## config.mk

```make
export PLATFORM = sky130hd
export DESIGN_NAME = sit_side
export DESIGN_NICKNAME = d
export VERILOG_FILES = /design/src/sv/sit_pkg.sv /design/src/sv/sit_side.sv
export SDC_FILE = /design/constraint.sdc
export NUM_CORES = 2
export LEC_CHECK = 0
export ABC_AREA = 1
export BUFFER_PORTS_ARGS = -buffer_cell sky130_fd_sc_hd__buf_2
export CAP_MARGIN = 20
export CORE_ASPECT_RATIO = 0.8
export CORE_UTILIZATION = 30
export DETAILED_ROUTE_END_ITERATION = 8
export PLACE_DENSITY_LB_ADDON = 0.15
export RECOVER_POWER = 25
export SYNTH_ARGS = -nofsm -noshare
export SYNTH_HDL_FRONTEND = slang
export SYNTH_SLANG_ARGS = --single-unit
```

## constraint.sdc

```tcl
create_clock -name clk -period 6.75 [get_ports clk]
set_input_delay 1.35 -clock clk [delete_from_list [all_inputs] [get_ports clk]]
set_output_delay 1.35 -clock clk [all_outputs]
set_load 0.005 [all_outputs]
```

## src/sv/sit_pkg.sv

```systemverilog
// Shared constants and types for the segment intersection test.
package sit_pkg;

  // Width of every coordinate port of the top module.
  localparam int FIELD_BITS = 16;

  // Default number of coordinate bits that take part in the test.
  localparam int COORD_BITS_DEFAULT = 16;

  // Load enables for the three register stages of the orientation datapath.
  typedef struct packed {
    logic s1;
    logic s2;
    logic s3;
  } pipe_en_t;

  // Sides of two points relative to a directed line: positive and negative flags.
  typedef struct packed {
    logic pos0;
    logic neg0;
    logic pos1;
    logic neg1;
  } side_t;

endpackage

```

## src/sv/sit_side.sv

```systemverilog
// Pipelined orientation of two points against the line through one segment.
module sit_side #(
  parameter int COORD_BITS = sit_pkg::COORD_BITS_DEFAULT
) (
  input  logic                         clk,
  input  sit_pkg::pipe_en_t            en,
  input  logic signed [COORD_BITS-1:0] ox,
  input  logic signed [COORD_BITS-1:0] oy,
  input  logic signed [COORD_BITS-1:0] ex,
  input  logic signed [COORD_BITS-1:0] ey,
  input  logic signed [COORD_BITS-1:0] p0x,
  input  logic signed [COORD_BITS-1:0] p0y,
  input  logic signed [COORD_BITS-1:0] p1x,
  input  logic signed [COORD_BITS-1:0] p1y,
  output sit_pkg::side_t               side
);
  import sit_pkg::*;

  localparam int DW = COORD_BITS + 1;
  localparam int PW = 2 * DW;

  // Stage 1: direction of the line and offsets of both points from its origin.
  logic signed [DW-1:0] dx, dy, t0x, t0y, t1x, t1y;
  // Stage 2: the four partial products of the two cross products.
  logic signed [PW-1:0] m0a, m0b, m1a, m1b;

  always_ff @(posedge clk) begin
    if (en.s1) begin
      dx  <= DW'(ex)  - DW'(ox);
      dy  <= DW'(ey)  - DW'(oy);
      t0x <= DW'(p0x) - DW'(ox);
      t0y <= DW'(p0y) - DW'(oy);
      t1x <= DW'(p1x) - DW'(ox);
      t1y <= DW'(p1y) - DW'(oy);
    end
  end

  always_ff @(posedge clk) begin
    if (en.s2) begin
      m0a <= dx * t0y;
      m0b <= dy * t0x;
      m1a <= dx * t1y;
      m1b <= dy * t1x;
    end
  end

  // Stage 3: the sign of each cross product is a compare of its two terms.
  always_ff @(posedge clk) begin
    if (en.s3) begin
      side.pos0 <= m0a > m0b;
      side.neg0 <= m0a < m0b;
      side.pos1 <= m1a > m1b;
      side.neg1 <= m1a < m1b;
    end
  end

endmodule

```

Word-level counts from Yosys, hierarchy flattened
Cells that the tools add are included.
- input port bits: 132
- output and inout bits: 4
- register bits: 242
- $mul: 4
- add/sub/neg operators: 6
- magnitude comparators: 4
- operators with widths (cell ; number):
    17-bit by 17-bit multiplier with 34-bit output ; 4
    16-bit by 16-bit subtractor with 17-bit output ; 6
    34-bit > comparator ; 2
    34-bit < comparator ; 2

Longest topological paths before layout
- depth in word-level cells: 1
- mapped depth: 27

Least setup slack after synthesis
OpenSTA, ideal clock, no wires.
- kind: flip-flop to flip-flop
- start point: register dx[16]
- end point: register m1a[28], data pin
- library setup time: 253 ps
- path slack: 1047 ps
- data arrival time: 5450 ps
- cell stages (with the launch flop): 20
- period minus slack after synthesis: 5703 ps
- cell sequence: edfxtp_1 > clkbuf_1 > clkbuf_1 > nand2_1 > inv_1 > fa_1 > fa_1 > inv_1 > fa_1 > fa_1 > fa_1 > fa_1 > inv_1 > ha_1 > nand2_1 > nor2_1 > nand4_1 > or2_1 > nand4_1 > nand2_1
- longest elaborated chain between the ends: 1
- RTL lines (what ; RTL line ; text):
    from (decl) ; sit_side.sv:23 ; logic signed [DW-1:0] dx, dy, t0x, t0y, t1x, t1y;
    from (signal assigned) ; sit_side.sv:29 ; dx <= DW'(ex) - DW'(ox);
    17-bit by 17-bit multiplier with 34-bit output ; sit_side.sv:42 ; m1a <= dx * t1y;
    to (signal assigned) ; sit_side.sv:42 ;
    to (decl) ; sit_side.sv:25 ; logic signed [PW-1:0] m0a, m0b, m1a, m1b;
No other way between the ends.
A chain may end at the register's enable or synchronous reset.

Final worst setup path
- start point: register dx[5]
- end point: register m0a[24], data pin
- longest elaborated chain between the ends: 1
- RTL lines (what ; RTL line ; text):
    17-bit by 17-bit multiplier with 34-bit output ; sit_side.sv:40 ; m0a <= dx * t0y;
    to (signal assigned) ; sit_side.sv:40 ;
    to (decl) ; sit_side.sv:25 ;
No other way between the ends.

==> flow_metrics.py <==
metrics = {
    "critical_path": {
        "cp.required_ns": 7.20,
        "cp.arrival_ns": 6.84,
        "worstReg2RegEnd": "m0a[24]",
        "cp-end-kind": "flip-flop",
        "r2r_cells": 19,
        "crit_type": "reg2reg",
        "critPathLaunch": "dx[5]",
        "rrSetupSlack_ns": 0.36,
        "startpoint_type": "flip-flop",
        "path_max_fanout": 14,
        "regToRegStartpoint": "dx[5]",
    },
    "logic_synthesis": {
        "ys.flop_type": "edfxtp_1",
        "avgSynthCellArea_um2": 8.16,
        "synth-xor-area-share_pct": 2.80,
        "ys_types": 47,
        "syn-cell-area_um2": 60300,
        "synthArstFlopShare_pct": 0,
        "yosys.cell_count.top_type": "inv_1",
        "syn_nets": 9218,
        "synth_adder_area_share_pct": 50.0,
        "synth_edf_count": 242,
        "yosysSeqAreaShare_pct": 12.1,
        "synth_mux_area_share_pct": 0,
        "synth.area.top_cells": "fa_1 40%, inv_1 14%, edfxtp_1 12%",
        "netlist.area_leader.share_pct": 39.5,
        "yosysTopAreaCell": "fa_1",
        "synth_compound_area_share_pct": 4.39,
        "synth_top_family_by_area": "adder cells",
        "syn_inst": 7392,
        "synth_commonest_cells": "2,208 x inv_1, 1,782 x nand2_1, 1,190 x fa_1, 504 x ha_1, 268 x clkbuf_1",
        "yosys_warnings": 0,
        "synthSimpleGateAreaFrac_pct": 15.3,
        "ys_ff_latch": 242,
    },
    "detailed_routing": {
        "drc": 0,
        "ant_nets": 0,
        "viasPerCell": 4.43,
        "routedWlPerCell_um": 18.3,
        "firstDrtPassIters": 6,
        "drt_wl_total_um": 185000,
        "drtIter0Drc": 2943,
        "dr_total_vias": 44900,
    },
    "run": {
        "drv_cap": 2,
    },
    "cells_and_area": {
        "layout.cells.non_filler": 10100,
        "nets": 9264,
        "regArea_um2": 7270,
        "multi_input_area_um2": 43700,
        "final_cell_area_um2": 65800,
        "drive_gt1_share_pct": 5.08,
        "fillerInstances": 21300,
        "syn_to_final_growth_pct": 9.12,
    },
    "clock_tree": {
        "cts.sinks": 242,
        "cts_tree": "yes",
        "clock_latency_ns": 0.65,
        "cts_htree_levels": 1,
        "clkSlewWorstSetupHoldPaths_ns": 0.08,
        "numCtsBuffers": 30,
        "clockBufferDepth": 3,
        "clockRootBuffer": "clkbuf_16",
    },
    "timing": {
        "fmaxAchievable_ghz": 0.156,
        "rsz0062_at_grt": "no",
        "final_max_slew_viol_count": 136,
        "finalSetupTns_ns": 0,
        "final_hold_viol_count": 0,
        "setup_viol": 0,
        "min_period_ns": 6.39,
        "relSlewSlack_pct": -239,
        "finalCritPeriodShare_pct": 94.7,
        "tightest_slew_ns": 5.09,
        "skew_ns": 0.0322,
    },
    "floorplan": {
        "start_util_pct": 30.3,
        "num_io_pins": 136,
        "die_area_um2": 203000,
        "die_height_um": 403,
        "core_um2": 199000,
        "placementRows": 146,
        "die_w_um": 503,
    },
    "hold_path": {
        "hold_depth": 3,
        "min_to": "m1b[0]",
        "worstHoldStart": "t1x[0]",
        "min_path_type": "reg2reg",
    },
    "global_routing": {
        "antenna_found_initial": 11,
        "grt_max_degree": 80,
        "groute.usage.overall_pct": 18.9,
        "first_global_vias": 48400,
        "overflow": 0,
        "grt_pass1_wl_um": 292000,
    },
    "run_status": {
        "violations": "capacitance limit, slew limit",
        "status": "finished with violations",
    },
    "placed_design": {
        "gp_congestion": 0.911,
        "place_area_um2": 64700,
        "dp_cells": 10100,
        "port_buffers": 135,
        "hpwl_um": 159000,
    },
}
## timing repair
item,in CTS,in global routing
hold buffers,0,0
setup buffers,0,3
endpoints found under the setup margin,0,1
gates resized for setup,0,0
## kinds of logic (layout without fill, tap and decap cells)
family,Yosys count,after routing
adder cells (fa/ha/maj),1694,1694
other,0,6
XOR/XNOR,192,192
AND/OR/NAND/NOR,2320,2320
AO/OA/AOI/OAI,464,464
flip-flops,242,242
buffers and inverters,2480,2550
## final cells by class
type                       count  area share, %
multi-input combinational   4670           66.4
inverter                    2212           12.6
sequential                   242           11.0
tap                         2664           5.07
timing repair buffer         282           3.14
clock buffer                  31           1.15
clock inverter                25          0.502
antenna                        6         0.0228
## worst max path at each step
stage,end,cells past startpoint
floorplan,m1a[28],19
global placement,m0a[24],19
detailed placement,m0a[24],19
CTS,m0a[24],19
global route,m0a[33],22
finish,m0a[24],19
## critical path, cell delays in order (launching register included)
cell and delay [ns]:
edfxtp_1 0.91, buf_4 0.29, nand2_1 0.09, fa_1 0.54, inv_1 0.06, fa_1 0.55
fa_1 0.44, fa_1 0.51, fa_1 0.50, inv_1 0.05, fa_1 0.48, inv_1 0.04
ha_1 0.45, nand2_1 0.19, nor2_1 0.26, inv_1 0.08, nor2_1 0.27, nand3_1 0.15
nand2_1 0.11, xor2_1 0.21
## per-stage QoR
step                worst slack (ns)  hold WS, ns  util (%)
finish                         0.356        0.928      33.1
global route                  0.0582        0.964      33.1
CTS                            0.340        0.945      33.1
detailed placement             0.352        0.926      32.5
global placement               0.226        0.898      32.5
floorplan                       1.05        0.679         -
## layout by cell type, fill, tap and decap left out, types with 17 or more instances in the layout
master | netlist | final
o21ai_1 | 17 | 17
fa_1 | 1190 | 1190
nand4_1 | 44 | 44
xnor2_1 | 49 | 49
ha_1 | 504 | 504
a21o_1 | 35 | 35
a21oi_1 | 239 | 239
nand3_1 | 155 | 155
buf_2 | 0 | 129
nor3_1 | 28 | 28
inv_1 | 2208 | 2208
buf_12 | 0 | 24
xor2_1 | 142 | 142
nor2_1 | 257 | 257
o21bai_1 | 19 | 19
edfxtp_1 | 242 | 242
o21ai_0 | 95 | 95
nand2_1 | 1782 | 1782
clkbuf_16 | 0 | 30
buf_4 | 0 | 122
## metal layers
| layer | GRT usage [%] | routed length [um] |
|---|---|---|
| met1 | 27.4 | 89200 |
| met2 | 30.1 | 83200 |
| met3 | 1.70 | 7480 |
| met4 | 4.95 | 5300 |
| met5 | 0 | 0 |
## registers in the layout, summed over array words and instances, names as in the netlist
name	cells
side	4
dy	17
m1a	34
t0y	17
dx	17
t1y	17
m0a	34
t1x	17
m0b	34
t0x	17
m1b	34
Power is left out: the tool's default activity adds up to more than one toggle a clock period on the data nets, which glitch-free logic cannot reach.
